File: src/rtl/bld_pkg.sv
package bld_pkg;

  // Command codes carried on in_tuser
  localparam logic [2:0] CMD_PUSH_FRONT = 3'd0;
  localparam logic [2:0] CMD_PUSH_BACK  = 3'd1;
  localparam logic [2:0] CMD_CLEAR      = 3'd2;
  localparam logic [2:0] CMD_SEARCH     = 3'd3;
  localparam logic [2:0] CMD_DUMP_FWD   = 3'd4;
  localparam logic [2:0] CMD_DUMP_REV   = 3'd5;

  // Status codes carried on out_tuser
  localparam logic [2:0] ST_DONE      = 3'd0;
  localparam logic [2:0] ST_FULL      = 3'd1;
  localparam logic [2:0] ST_FOUND     = 3'd2;
  localparam logic [2:0] ST_NOT_FOUND = 3'd3;
  localparam logic [2:0] ST_ELEMENT   = 3'd4;
  localparam logic [2:0] ST_EMPTY     = 3'd5;

  localparam int unsigned DATA_W = 32;
  localparam int unsigned POS_W  = 4;

  // Sequencer states
  typedef enum logic {
    FSM_IDLE,
    FSM_WALK
  } fsm_state_t;

endpackage

File: src/rtl/bounded_list_deque_with_search_core.sv
// Push, clear, undefined, and search or dump on an empty deque: one result, valid in the
// cycle after the item.
// Search: one stored entry compared per cycle; the result follows a match or the last entry.
// Dumps: count results, one per cycle while out_tready stays high, each read from the store
// and registered to the output; the next item is taken as the last result is taken.
// Reset (rst_n low, synchronous) empties the deque; the store itself is not cleared.
module bounded_list_deque_with_search_core #(
  parameter int DEPTH = 16
) (
  input  logic        clk,
  input  logic        rst_n,
  // in_tdata: [31:0] value
  input  logic [31:0] in_tdata,
  // in_tuser: [2:0] cmd
  input  logic [2:0]  in_tuser,
  input  logic        in_tvalid,
  output logic        in_tready,
  // out_tdata: [31:0] element, [35:32] position, [39:36] zero fill
  output logic [39:0] out_tdata,
  // out_tuser: [2:0] status
  output logic [2:0]  out_tuser,
  output logic        out_tlast,
  output logic        out_tvalid,
  input  logic        out_tready
);

  localparam int IW = $clog2(DEPTH);
  localparam int CW = $clog2(DEPTH + 1);
  localparam int PW = bld_pkg::POS_W;

  // Ring slot of a front-relative position: one compare and subtract
  function automatic logic [IW-1:0] slot_of(input logic [IW-1:0] front,
                                            input logic [IW-1:0] pos);
    logic [IW:0] s;
    s = {1'b0, front} + {1'b0, pos};
    if (s >= (IW+1)'(DEPTH)) begin
      s = s - (IW+1)'(DEPTH);
    end
    return s[IW-1:0];
  endfunction

  bld_pkg::fsm_state_t state_r, state_nxt;
  logic [IW-1:0] front_r, front_nxt;
  logic [CW-1:0] count_r, count_nxt;
  logic [2:0]    mode_r, mode_nxt;
  logic [31:0]   key_r, key_nxt;
  logic [CW-1:0] iss_r, iss_nxt;
  logic          p_v_r, p_v_nxt;
  logic [IW-1:0] p_pos_r, p_pos_nxt;
  logic          p_last_r, p_last_nxt;

  logic          out_valid_r;
  logic [2:0]    out_status_r;
  logic [31:0]   out_elem_r;
  logic [IW-1:0] out_pos_r;
  logic          out_last_r;

  logic          out_can, in_fire, out_load;
  logic [2:0]    o_status;
  logic [31:0]   o_elem;
  logic [IW-1:0] o_pos;
  logic          o_last;

  logic          wr_en, rd_en;
  logic [IW-1:0] wr_addr, rd_addr;
  logic [31:0]   rd_data;

  logic          full, is_search, match, need_out, consume, fin, issue;
  logic [CW-1:0] iss_inc, iss_pos;
  logic [IW-1:0] front_dec;

  assign out_can   = !out_valid_r || out_tready;
  assign in_tready = (state_r == bld_pkg::FSM_IDLE) && out_can;
  assign in_fire   = in_tvalid && in_tready;

  assign full      = (count_r == CW'(DEPTH));
  assign front_dec = (front_r == '0) ? IW'(DEPTH - 1) : front_r - IW'(1);

  // Walk pipeline: entry read issued to the registered read port, then compared or sent; a send can stall.
  // Writes happen only in idle and reads only in walk, so no forwarding is needed.
  assign is_search = (mode_r == bld_pkg::CMD_SEARCH);
  assign match     = (rd_data == key_r);
  assign need_out  = is_search ? (match || p_last_r) : 1'b1;
  assign consume   = p_v_r && (!need_out || out_can);
  assign fin       = consume && (is_search ? (match || p_last_r) : p_last_r);
  assign issue     = (!p_v_r || consume) && !fin && (iss_r != count_r);
  assign iss_inc   = iss_r + CW'(1);
  assign iss_pos   = (mode_r == bld_pkg::CMD_DUMP_REV) ? count_r - CW'(1) - iss_r : iss_r;

  bld_ram #(
    .WIDTH (bld_pkg::DATA_W),
    .DEPTH (DEPTH)
  ) u_store (
    .clk     (clk),
    .wr_en   (wr_en),
    .wr_addr (wr_addr),
    .wr_data (in_tdata),
    .rd_en   (rd_en),
    .rd_addr (rd_addr),
    .rd_data (rd_data)
  );

  // Sequencer: next state, store access and result selection
  always_comb begin
    state_nxt  = state_r;
    front_nxt  = front_r;
    count_nxt  = count_r;
    mode_nxt   = mode_r;
    key_nxt    = key_r;
    iss_nxt    = iss_r;
    p_v_nxt    = p_v_r;
    p_pos_nxt  = p_pos_r;
    p_last_nxt = p_last_r;
    out_load   = 1'b0;
    o_status   = bld_pkg::ST_DONE;
    o_elem     = '0;
    o_pos      = '0;
    o_last     = 1'b1;
    wr_en      = 1'b0;
    wr_addr    = front_dec;
    rd_en      = 1'b0;
    rd_addr    = slot_of(front_r, iss_pos[IW-1:0]);

    unique case (state_r)
      bld_pkg::FSM_IDLE: begin
        if (in_fire) begin
          unique case (in_tuser) inside
            bld_pkg::CMD_PUSH_FRONT: begin
              out_load = 1'b1;
              if (full) begin
                o_status = bld_pkg::ST_FULL;
              end else begin
                wr_en     = 1'b1;
                wr_addr   = front_dec;
                front_nxt = front_dec;
                count_nxt = count_r + CW'(1);
              end
            end
            bld_pkg::CMD_PUSH_BACK: begin
              out_load = 1'b1;
              if (full) begin
                o_status = bld_pkg::ST_FULL;
              end else begin
                wr_en     = 1'b1;
                wr_addr   = slot_of(front_r, count_r[IW-1:0]);
                count_nxt = count_r + CW'(1);
              end
            end
            bld_pkg::CMD_CLEAR: begin
              out_load  = 1'b1;
              front_nxt = '0;
              count_nxt = '0;
            end
            bld_pkg::CMD_SEARCH, bld_pkg::CMD_DUMP_FWD, bld_pkg::CMD_DUMP_REV: begin
              if (count_r == '0) begin
                out_load = 1'b1;
                o_status = (in_tuser == bld_pkg::CMD_SEARCH) ? bld_pkg::ST_NOT_FOUND
                                                            : bld_pkg::ST_EMPTY;
              end else begin
                state_nxt = bld_pkg::FSM_WALK;
                mode_nxt  = in_tuser;
                key_nxt   = in_tdata;
                iss_nxt   = '0;
                p_v_nxt   = 1'b0;
              end
            end
            default: begin
              out_load = 1'b1;
            end
          endcase
        end
      end
      bld_pkg::FSM_WALK: begin
        if (consume) begin
          p_v_nxt = 1'b0;
          if (need_out) begin
            out_load = 1'b1;
            if (is_search) begin
              o_status = match ? bld_pkg::ST_FOUND : bld_pkg::ST_NOT_FOUND;
              o_pos    = match ? p_pos_r : '0;
            end else begin
              o_status = bld_pkg::ST_ELEMENT;
              o_elem   = rd_data;
              o_pos    = p_pos_r;
              o_last   = p_last_r;
            end
          end
        end
        if (issue) begin
          rd_en      = 1'b1;
          p_v_nxt    = 1'b1;
          p_pos_nxt  = iss_pos[IW-1:0];
          p_last_nxt = (iss_inc == count_r);
          iss_nxt    = iss_inc;
        end
        if (fin) begin
          state_nxt = bld_pkg::FSM_IDLE;
          p_v_nxt   = 1'b0;
        end
      end
      default: begin
        state_nxt = bld_pkg::FSM_IDLE;
      end
    endcase
  end

  // Control registers
  always_ff @(posedge clk) begin
    if (!rst_n) begin
      state_r     <= bld_pkg::FSM_IDLE;
      front_r     <= '0;
      count_r     <= '0;
      iss_r       <= '0;
      p_v_r       <= 1'b0;
      out_valid_r <= 1'b0;
    end else begin
      state_r <= state_nxt;
      front_r <= front_nxt;
      count_r <= count_nxt;
      iss_r   <= iss_nxt;
      p_v_r   <= p_v_nxt;
      if (out_load) begin
        out_valid_r <= 1'b1;
      end else if (out_tready) begin
        out_valid_r <= 1'b0;
      end
    end
  end

  // Payload registers
  always_ff @(posedge clk) begin
    mode_r   <= mode_nxt;
    key_r    <= key_nxt;
    p_pos_r  <= p_pos_nxt;
    p_last_r <= p_last_nxt;
    if (out_load) begin
      out_status_r <= o_status;
      out_elem_r   <= o_elem;
      out_pos_r    <= o_pos;
      out_last_r   <= o_last;
    end
  end

  // Position is reported modulo 16
  assign out_tvalid = out_valid_r;
  assign out_tuser  = out_status_r;
  assign out_tlast  = out_last_r;
  assign out_tdata  = {4'b0000, PW'(out_pos_r), out_elem_r};

  // Checks
  a_pipe_in_walk: assert property (@(posedge clk) disable iff (!rst_n)
    p_v_r |-> state_r == bld_pkg::FSM_WALK)
    else $error("read pipeline valid outside walk");

  a_count_bound: assert property (@(posedge clk) disable iff (!rst_n)
    count_r <= CW'(DEPTH))
    else $error("count above depth");

  a_issue_bound: assert property (@(posedge clk) disable iff (!rst_n)
    state_r == bld_pkg::FSM_WALK |-> iss_r <= count_r)
    else $error("walk issued past count");

  a_push_grows: assert property (@(posedge clk) disable iff (!rst_n)
    in_fire && !full &&
    (in_tuser == bld_pkg::CMD_PUSH_FRONT || in_tuser == bld_pkg::CMD_PUSH_BACK)
    |=> count_r == $past(count_r) + CW'(1))
    else $error("push did not grow count");

  a_no_load_stalled: assert property (@(posedge clk) disable iff (!rst_n)
    out_load |-> out_can)
    else $error("result loaded over a waiting item");

endmodule

File: src/rtl/bld_ram.sv
module bld_ram #(
  parameter int WIDTH = 32,
  parameter int DEPTH = 16
) (
  input  logic                     clk,
  input  logic                     wr_en,
  input  logic [$clog2(DEPTH)-1:0] wr_addr,
  input  logic [WIDTH-1:0]         wr_data,
  input  logic                     rd_en,
  input  logic [$clog2(DEPTH)-1:0] rd_addr,
  output logic [WIDTH-1:0]         rd_data
);

  logic [WIDTH-1:0] mem [DEPTH];

  // One write port, one registered read port; read data holds when idle
  always_ff @(posedge clk) begin
    if (wr_en) begin
      mem[wr_addr] <= wr_data;
    end
    if (rd_en) begin
      rd_data <= mem[rd_addr];
    end
  end

endmodule
File: config.mk
export PLATFORM = sky130hd
export DESIGN_NAME = bounded_list_deque_with_search_core
export DESIGN_NICKNAME = d
export VERILOG_FILES = /design/src/rtl/bld_pkg.sv /design/src/rtl/bounded_list_deque_with_search_core.sv /design/src/rtl/bld_ram.sv
export SDC_FILE = /design/constraint.sdc
export NUM_CORES = 1
export LEC_CHECK = 0
export BUFFER_PORTS_ARGS = -buffer_cell sky130_fd_sc_hd__buf_2
export CAP_MARGIN = 40
export CELL_PAD_IN_SITES_DETAIL_PLACEMENT = 1
export CELL_PAD_IN_SITES_GLOBAL_PLACEMENT = 1
export CORE_MARGIN = 1.5
export CORE_UTILIZATION = 50
export DETAILED_ROUTE_END_ITERATION = 7
export GPL_TIMING_DRIVEN = 0
export PLACE_DENSITY = 0.78
export SETUP_SLACK_MARGIN = 0.02
export SYNTH_ARGS = -nofsm -noshare
export SYNTH_HDL_FRONTEND = slang
export SYNTH_SLANG_ARGS = --single-unit
export TNS_END_PERCENT = 20
File: constraint.sdc
create_clock -name clk -period 6.4 [get_ports clk]
set_input_delay 1.92 -clock clk [delete_from_list [all_inputs] [get_ports clk]]
set_output_delay 1.92 -clock clk [all_outputs]
set_load 0.005 [all_outputs]
# == Yosys cells after proc, flatten, opt, wreduce, memory -nomap -nowiden ==
# Memory sizes are Yosys's and may differ from the RTL's. A register that Yosys moved wholly into a read port is not among the register bits.
# Cells that the tools add are included.
# op_classes
n_mux,59
order_cmp,2
bitwise,4
div,0
mul,0
n_shift,0
eq_ne,18
addsub,9
n_reduce_logical,30
# ops
operator,count
two-way mux 4 bit,11
equality test 32 bit,1
two-way mux 1 bit,29
two-way mux 5 bit,5
one-hot mux 5 bit (2 select lines),2
AND reduction 4 bit,5
two-way mux 3 bit,6
"subtractor 4 x 1 -> 4 bit, second input constant",4
one-hot mux 3 bit (2 select lines),2
adder 4 x 4 -> 5 bit,2
"adder 5 x 1 -> 5 bit, second input constant",2
">= comparator 5 bit, second input constant",2
"equality test 3 x 2 -> 1 bit, second input constant",3
"equality test 3 bit, second input constant",3
"!= test 2 bit, second input constant",4
one-hot mux 4 bit (2 select lines),1
logical AND 1 bit,6
one-hot mux 1 bit (2 select lines),3
nonzero test 2 bit,3
equality test 5 bit,1
"equality test 5 bit, second input constant",1
logical NOT 5 bit,1
!= test 5 bit,1
logical NOT 1 bit,4
13 further kinds,20
# word_totals
memories,1
ram_bits,512
register_bits,97
output_inout_bits,46
latch_bits,0
romBits,0
# memory_table
memory,depth,word_bits,rd,rd_ports_with_merged_regs,write_ports,line,rtl
u_store.mem,16,32,1,1,1,bld_ram.sv:14,logic [WIDTH-1:0] mem [DEPTH];

# == Longest topological paths before layout ==
# Gate-level depths: netlist (run 1).
# logic_depth
word_depth,13
ltp_mapped,12

# == Hierarchy ==
# Synthesis (run 1) repeated with hierarchy kept, for this count alone.
# unflattened
hier_cells,1214
hier_area_um2,24763.8
# by_module_without_submodules
module,area_each_um2,instances,cells_per_inst
bld_ram,20155.6,1,838
bounded_list_deque_with_search_core,4608.2,1,376

# == Worst setup path before layout (run 1) ==
# OpenSTA, ideal clock, no wires.
# synth_path
path_kind,input-to-reg
from,input port out_tready
to,"memory u_store.mem[10][0], enable pin"
path_slack_ns,1.572
path_buffers,1
arrival_ns,4.407
setup_ns,0.421
cell_stages,7
path_cell_list,nand2b_1 -> and3_1 -> clkbuf_1 -> nand4_1 -> mux2_2 -> nand2_1 -> nor2_1
# synth_via
elab_chain_cells,7
# synth_lines
item,line,rtl
from (decl),bounded_list_deque_with_search_core.sv:24,input logic out_tready
logical OR 1 bit (*),bounded_list_deque_with_search_core.sv:72,assign out_can = !out_valid_r || out_tready;
logical AND 1 bit (*),bounded_list_deque_with_search_core.sv:73,assign in_tready = (state_r == bld_pkg::FSM_IDLE) && out_can;
logical AND 1 bit (*),bounded_list_deque_with_search_core.sv:74,assign in_fire = in_tvalid && in_tready;
two-way mux 1 bit,bounded_list_deque_with_search_core.sv:126,if (in_fire) begin
two-way mux 1 bit,bounded_list_deque_with_search_core.sv:124,unique case (state_r)
two-way mux 1 bit,bld_ram.sv:18,if (wr_en) begin
two-way mux 1 bit (implied by the code),bld_ram.sv:19,mem[wr_addr] <= wr_data;
to (decl),bld_ram.sv:14,
# Mark *: on every way between the ends. The rest lies on a longest branch, timed or not.

# == Worst setup path in the final report (run 1) ==
# layout_path
from,register iss_r[0]
to,"register u_store.rd_data[22], read port of u_store.mem, data pin"
# layout_via
elab_chain_cells,5
# layout_lines
item,line,rtl
from (decl),bounded_list_deque_with_search_core.sv:47,"logic [CW-1:0] iss_r, iss_nxt;"
from (signal assigned),bounded_list_deque_with_search_core.sv:220,iss_r <= iss_nxt;
subtractor 4 bit (*),bounded_list_deque_with_search_core.sv:88,assign iss_pos = (mode_r == bld_pkg::CMD_DUMP_REV) ? count_r - CW'(1) - iss_r : iss_r;
two-way mux 4 bit (*),bounded_list_deque_with_search_core.sv:88,
via iss_pos[1],bounded_list_deque_with_search_core.sv:69,"logic [CW-1:0] iss_inc, iss_pos;"
adder 4 x 4 -> 5 bit (*),bounded_list_deque_with_search_core.sv:35,"s = {1'b0, front} + {1'b0, pos};"
subtractor 4 x 1 -> 4 bit / >= comparator 5 bit (equally long branches),"bounded_list_deque_with_search_core.sv:37, bounded_list_deque_with_search_core.sv:36",
two-way mux 4 bit (*),bounded_list_deque_with_search_core.sv:36,if (s >= (IW+1)'(DEPTH)) begin
to (decl),bld_ram.sv:11,output logic [WIDTH-1:0] rd_data
# The timed path passes the listed nets; every way through them passes the cells marked *.
# A chain may end at the register's enable or synchronous reset.

==> run_results.csv, run 1 <==
group,metric,value,unit
run_status,outcome,"complete, no violations",
worst_hold_path,min_path_type,"reg -> reg",
timing,fin_crit,4.47,ns
worst_setup_path,critPathLaunch,"iss_r[0]",
worst_setup_path,path_class,"reg -> reg",
routing,vias,12800,
job,max-cap-violations,0,
floorplan,chipHeight,227,µm
grt,grt_usage,25.3,%
timing,setup_violations,0,
floorplan,core,50000,µm²
cts,clock_latency,0.60,ns
worst_setup_path,endpoint,"u_store.rd_data[22]",
routing,wl_per_cell,29.9,µm
yosys,synth_cell_type_count,54,
yosys,yosysTopAreaCell,"edfxtp_1",
power,p_leak,9.48,nW
grt,grt_pass1_wl,92300,µm
cts,cts_buffers,67,
worst_setup_path,setup.worst_path.end_class,"register",
placed_design,hpwlAfterDp,41300,µm
worst_setup_path,r2r_slack,1.93,ns
timing,fin_crit_sh,69.9,%
grt,use_met2,42.6,%
cts,cts_resized,0,
final_layout,multiInputGateArea,5940,µm²
cts,path_clk_slew,0.06,ns
grt,grt_max_degree,28,
worst_setup_path,cp-start-kind,"register",
routing,ant_nets,0,
yosys,synth_top_area_share,74.4,%
cts,h-tree-depth,3,
grt,grt_antenna_before_repair,1,
timing,fmax,224,MHz
power,powerDensity,303,nW/µm²
yosys,ys_async_sr_fraction,0,%
final_layout,area_delta_synth_final,15.4,%
grt,use_met3,4.45,%
grt,grt-ovfl-total,0,
worst_setup_path,required,6.73,ns
yosys,synth_edf_count,624,
timing,slew_violations,0,
yosys,synth_flop_cell,"edfxtp_1",
grt,top_usage_layer,"met2",
yosys,ys_top_cells_by_area,"edfxtp_1 (74%), mux4_2 (11%), mux2i_1 (4.1%)",
cts,cts_root_buf,"clkbuf_16",
floorplan,dieArea,51700,µm²
routing,detail_route.vias_per_cell,6.08,
timing,hold_viol_final,0,
power,p_clk_share,41.5,%
cts,post_cts_buffers,0,
power,p_comb_share,5.5,%
worst_setup_path,worstRegToRegCells,10,
timing,layout_setup_ws,1.93,ns
placed_design,place_ws,1.46,ns
worst_setup_path,cp_data_arrival_time,4.80,ns
power,power.share.sequential,52.9,%
routing,routed_wl,62900,µm
yosys,ys_ff_latch,641,
worst_setup_path,regToRegEndpoint,"u_store.rd_data[22]",
routing,drt-pass1-iter-count,5,
floorplan,num_rows,82,
timing,finClkSkew,0.0118,ns
floorplan,num_io_pins,85,
worst_setup_path,regToRegStartpoint,"iss_r[0]",
floorplan,start_util,50.4,%
worst_setup_path,path_max_fanout,10,
cts,cts_sinks,641,
floorplan,chipWidth,227,µm
placed_design,numPortBuffers,80,
timing,worst_pin_slew,0.871,ns
timing,slew_headroom,42.0,%
routing,route.detailed.drc,0,
power,ir_worst_vdd,0.267,mV
timing,hold_slack,0.488,ns
final_layout,drive_gt1_share,25.6,%
final_layout,fillers,4273,
power,switching_share,21.2,%
cts,cts_buffer_depth,3,
power,p_sw,1.87,mW
final_layout,final_nets,1446,
yosys,yosysSeqAreaShare,75.7,%
power,p_int,6.95,mW
timing,rsz0062_at_grt,"no",
yosys,synth_area,25200,µm²
yosys,avgSynthCellArea,20.8,µm²
yosys,synthTopCellsByCount,"edfxtp_1 (624), mux4_2 (128), mux2i_1 (102)",
grt,use_met1,33.6,%
placed_design,gp_congestion,0.820,
routing,drt_iter0_markers,1506,
final_layout,seqCellArea,19100,µm²
yosys,ys_warn_count,0,
yosys,syn_inst,1212,
grt,grt_pass1_vias,13700,
cts,hold_buffers,0,
cts,cts_tree,"built",
yosys,synth.most_common_cell,"edfxtp_1",
worst_hold_path,min_from,"iss_r[4]",
[cell families (layout without fill, tap and decap cells)]
kind of cell / count (synthesis) / count (layout) / synth area share (%)
and+or+nand+nor: 144 / 144 / 3.08
other: 1 / 5 / 0.0149
DFF: 641 / 641 / 75.7
xor gates and xnor gates: 49 / 49 / 1.79
buffers and inverters: 69 / 288 / 1.21
muxes: 235 / 235 / 15.7
adders and majority gates: 17 / 17 / 0.934
AOI/OAI and AO/OA: 56 / 56 / 1.50
[metrics by stage]
stage | total power [mW] | utilization (%) | setup TNS [ns] | instance area (µm²) | instances
3_5_place_dp | 5.24 | 54.2 | 0 | 27100 | 1993
3_3_place_gp | 5.19 | 52.9 | -182.31 | 26400 | 1967
2_1_floorplan | 5.03 | - | 0 | 25200 | 1215
6_report | 8.81 | 58.2 | 0 | 29100 | 2107
5_1_grt | 9.02 | 58.2 | 0 | 29100 | 2106
4_1_cts | 8.86 | 58.2 | 0 | 29100 | 2106
[final cells by class]
cell class	instances	share of cell area, %
diodes	1	0.00861
plain buffers	57	0.895
clock buffers	91	6.37
clock inverters	22	0.534
inverters	12	0.155
multi-input cells	505	20.4
flip-flops and latches	641	65.6
well taps	672	2.89
repair buffers	106	3.11
[power groups by stage]
stage | logic [mW] | registers (mW) | clock network, mW
final | 0.486 | 4.67 | 3.66
after global routing | 0.521 | 4.67 | 3.83
after CTS | 0.490 | 4.67 | 3.71
after detailed placement | 0.486 | 4.76 | 0
after global placement | 0.437 | 4.76 | 0
after floorplan | 0.277 | 4.75 | 0
[worst max-delay path, cell delays in order (launching register included)]
cell	delay (ns)
dfxtp_1	0.41
inv_1	0.10
ha_1	0.23
fa_1	0.44
mux2_2	0.32
fa_1	0.53
clkbuf_1	0.66
clkbuf_1	0.64
mux4_2	0.42
mux2i_1	0.30
mux2i_1	0.13
[metal layers]
| metal | vias up | share of wire (%) |
|---|---|---|
| met5 | - | 0 |
| met1 | 6858 | 40 |
| met3 | 122 | 6.0 |
| met4 | 0 | 2.9 |
| li1 | 5308 | - |
| met2 | 530 | 51 |
[how the worst min path moves through the flow]
stage	end	slack (ns)	cells past startpoint
detailed placement	iss_r[4]	0.48	2
global route	iss_r[4]	0.52	2
finish	iss_r[4]	0.49	2
floorplan	iss_r[4]	0.45	2
CTS	iss_r[4]	0.49	2
global placement	iss_r[4]	0.47	2
[state kept, by name, indices dropped and copies added (netlist names), 3 cells and up]
signal,count
p_pos_r,4
key_r,32
u_store.mem,512
out_tuser,3
iss_r,5
mode_r,3
u_store.rd_data,32
front_r,4
out_elem_r,32
count_r,5
out_pos_r,4
[cell usage in the layout, fill, tap and decap left out, types with 6 or more instances in the layout]
| cell type | Yosys | routed |
|---|---|---|
| buf_2 | 19 | 99 |
| edfxtp_1 | 624 | 624 |
| buf_12 | 0 | 14 |
| inv_1 | 12 | 11 |
| a21oi_1 | 16 | 16 |
| nand3_1 | 8 | 8 |
| buf_4 | 6 | 6 |
| nor2_4 | 0 | 16 |
| mux2i_1 | 102 | 102 |
| dfxtp_1 | 17 | 17 |
| nand2_1 | 22 | 21 |
| and3_1 | 34 | 34 |
| clkinv_1 | 0 | 15 |
| ha_1 | 14 | 14 |
| clkbuf_1 | 31 | 51 |
| xor2_1 | 42 | 42 |
| nor4_1 | 9 | 9 |
| mux4_2 | 128 | 128 |
| clkbuf_16 | 0 | 71 |
| nor2_1 | 35 | 19 |
Power figures use the tool's default switching activity.
==> inputs of run 2 (changes only) <==
==> constraint.sdc (replaced) <==
create_clock -name clk -period 4.3 [get_ports clk]
set_input_delay 1.29 -clock clk [delete_from_list [all_inputs] [get_ports clk]]
set_output_delay 1.29 -clock clk [all_outputs]
set_load 0.005 [all_outputs]
==> run 2 against run 1 <==
Sequential share of layout area hardly changed. Design area hardly changed. Worst hold slack worse by 0.0041 ns. Critical endpoint is now u_store.rd_data[0]. Core utilization hardly changed. Final cell count stayed put.
==> run_results.csv, run 2 (synthesis gave the netlist of run 1 again) <==
group,metric,value,unit
run_status,outcome,"complete, no violations",
worst_setup_path,path_class,"reg -> reg",
timing,layout_setup_ws,0.108,ns
final_layout,drive_gt1_share,25.9,%
power,p_sw,2.78,mW
worst_setup_path,r2r_slack,0.11,ns
timing,hold_viol_final,0,
floorplan,num_rows,82,
routing,ant_nets,0,
cts,cts_buffers,67,
final_layout,layout_common_cells,"edfxtp_1 (624), mux4_2 (128), mux2i_1 (102), buf_2 (99), clkbuf_16 (71)",
grt,top_usage_layer,"met2",
cts,cts_root_buf,"clkbuf_16",
final_layout,area_delta_synth_final,15.5,%
grt,use_met2,42.6,%
cts,post_cts_buffers,0,
worst_setup_path,path_max_fanout,10,
routing,routed_wl,63100,µm
floorplan,dieArea,51700,µm²
cts,clock_latency,0.60,ns
grt,grt-ovfl-total,0,
job,max-cap-violations,0,
worst_setup_path,crit_chain,"ha_1 > fa_1 > mux2_2 > fa_1 > clkbuf_2 > clkbuf_1 > mux4_2 > mux2i_1 > mux2i_1",
worst_setup_path,regToRegStartpoint,"count_r[0]",
final_layout,largest-register,"u_store.mem",
grt,grt_pass1_vias,13700,
timing,finClkSkew,0.0136,ns
floorplan,chipHeight,227,µm
grt,grt_antenna_before_repair,1,
placed_design,numPortBuffers,80,
grt,grt_usage,25.3,%
grt,grt_max_degree,28,
cts,h-tree-depth,3,
power,p_comb_share,5.5,%
worst_setup_path,cp_data_arrival_time,4.53,ns
power,p_leak,9.50,nW
worst_setup_path,cp-start-kind,"register",
routing,vias,12800,
timing,rsz0062_at_grt,"yes",
routing,route.detailed.drc,0,
timing,fin_crit_sh,97.5,%
routing,wl_per_cell,29.9,µm
grt,use_met1,33.6,%
timing,fmax,239,MHz
timing,worst_pin_slew,0.886,ns
worst_setup_path,cpMaxStageDelayCell,"clkbuf_1",
worst_hold_path,min_from,"iss_r[4]",
routing,drt-pass1-iter-count,5,
power,powerDensity,451,nW/µm²
final_layout,final_nets,1446,
power,p_clk_share,41.6,%
timing,fin_setup_tns,0,ns
routing,drt_iter0_markers,1526,
placed_design,place_ws,-0.0744,ns
worst_hold_path,min_path_type,"reg -> reg",
grt,use_met3,4.45,%
cts,cts_sinks,641,
floorplan,core,50000,µm²
grt,grt_pass1_wl,92300,µm
worst_setup_path,critPathMaxStageDelay,0.72,ns
worst_setup_path,setup.worst_path.end_class,"register",
floorplan,num_io_pins,85,
cts,path_clk_slew,0.06,ns
worst_setup_path,critPathLaunch,"count_r[0]",
timing,setup_violations,0,
power,power.share.sequential,52.9,%
final_layout,largest_reg_flops,512,
power,ir_worst_vdd,0.397,mV
placed_design,gp_congestion,0.820,
routing,detail_route.vias_per_cell,6.07,
timing,slew_violations,0,
cts,cts_buffer_depth,3,
floorplan,chipWidth,227,µm
worst_setup_path,required,4.64,ns
placed_design,hpwlAfterDp,41300,µm
floorplan,start_util,50.4,%
final_layout,layout_commonest_cell,"edfxtp_1",
cts,cts_tree,"built",
power,p_int,10.3,mW
worst_setup_path,crit_family,"adder cells",
worst_setup_path,critPathBufInv,2,
timing,fin_crit,4.19,ns
timing,slew_headroom,40.9,%
power,switching_share,21.2,%
run 2: cell counts in the layout (fill, tap and decap cells not counted):
No cell type changed its count.
run 2: worst reg2reg max path, stage by stage, from the launching register on:
cell and delay [ns]:
dfxtp_1 0.48, ha_1 0.27, fa_1 0.43, mux2_2 0.32, fa_1 0.54, clkbuf_2 0.39
clkbuf_1 0.72, mux4_2 0.42, mux2i_1 0.24, mux2i_1 0.12
run 2: power groups by stage:
stage | combinational, mW | sequential, mW | clock (mW)
floorplan | 0.412 | 7.07 | 0
global placement | 0.651 | 7.08 | 0
detailed placement | 0.723 | 7.08 | 0
CTS | 0.730 | 6.95 | 5.52
global route | 0.775 | 6.95 | 5.70
finish | 0.724 | 6.95 | 5.45
run 2: repair_timing:
| action | in CTS | in global routing |
|---|---|---|
| setup endpoints to repair | 32 | 9 |
| endpoints found under the hold margin | 0 | 0 |
| hold buffers | 0 | 0 |
| gates resized for setup | 2 | 4 |
run 2: cell type report:
class                           count  area [µm²]
Fill cell                        4276       20900
Sequential cell                   641       19100
Multi-Input combinational cell    505        5940
Clock buffer                       91        1850
Timing Repair Buffer              106         905
Tap cell                          672         841
Buffer                             57         265
Clock inverter                     22         155
Inverter                           12        45.0
Antenna cell                        1        2.50
run 2: worst paths after layout:
path / to / cells after the start
setup / recovery: u_store.rd_data[0] / 9
hold / removal: iss_r[4] / 2
setup reg to reg: u_store.rd_data[0] / 9
hold reg to reg: iss_r[4] / 2
run 2: metal layers:
layer / routed length (µm) / vias to the layer above
met4: 1830 / 0
met5: 0 / -
met2: 32000 / 569
met1: 25200 / 6786
li1: - / 5314
met3: 4100 / 124
run 2: per-stage QoR:
step | total power, mW | util [%] | hold slack [ns] | instance area, µm² | std cells
after floorplan | 7.49 | - | 0.453 | 25200 | 1215
after global placement | 7.73 | 52.9 | 0.466 | 26400 | 1967
after detailed placement | 7.80 | 54.2 | 0.481 | 27100 | 1993
after CTS | 13.2 | 58.2 | 0.489 | 29100 | 2106
after global routing | 13.4 | 58.2 | 0.524 | 29100 | 2106
final | 13.1 | 58.2 | 0.484 | 29100 | 2107
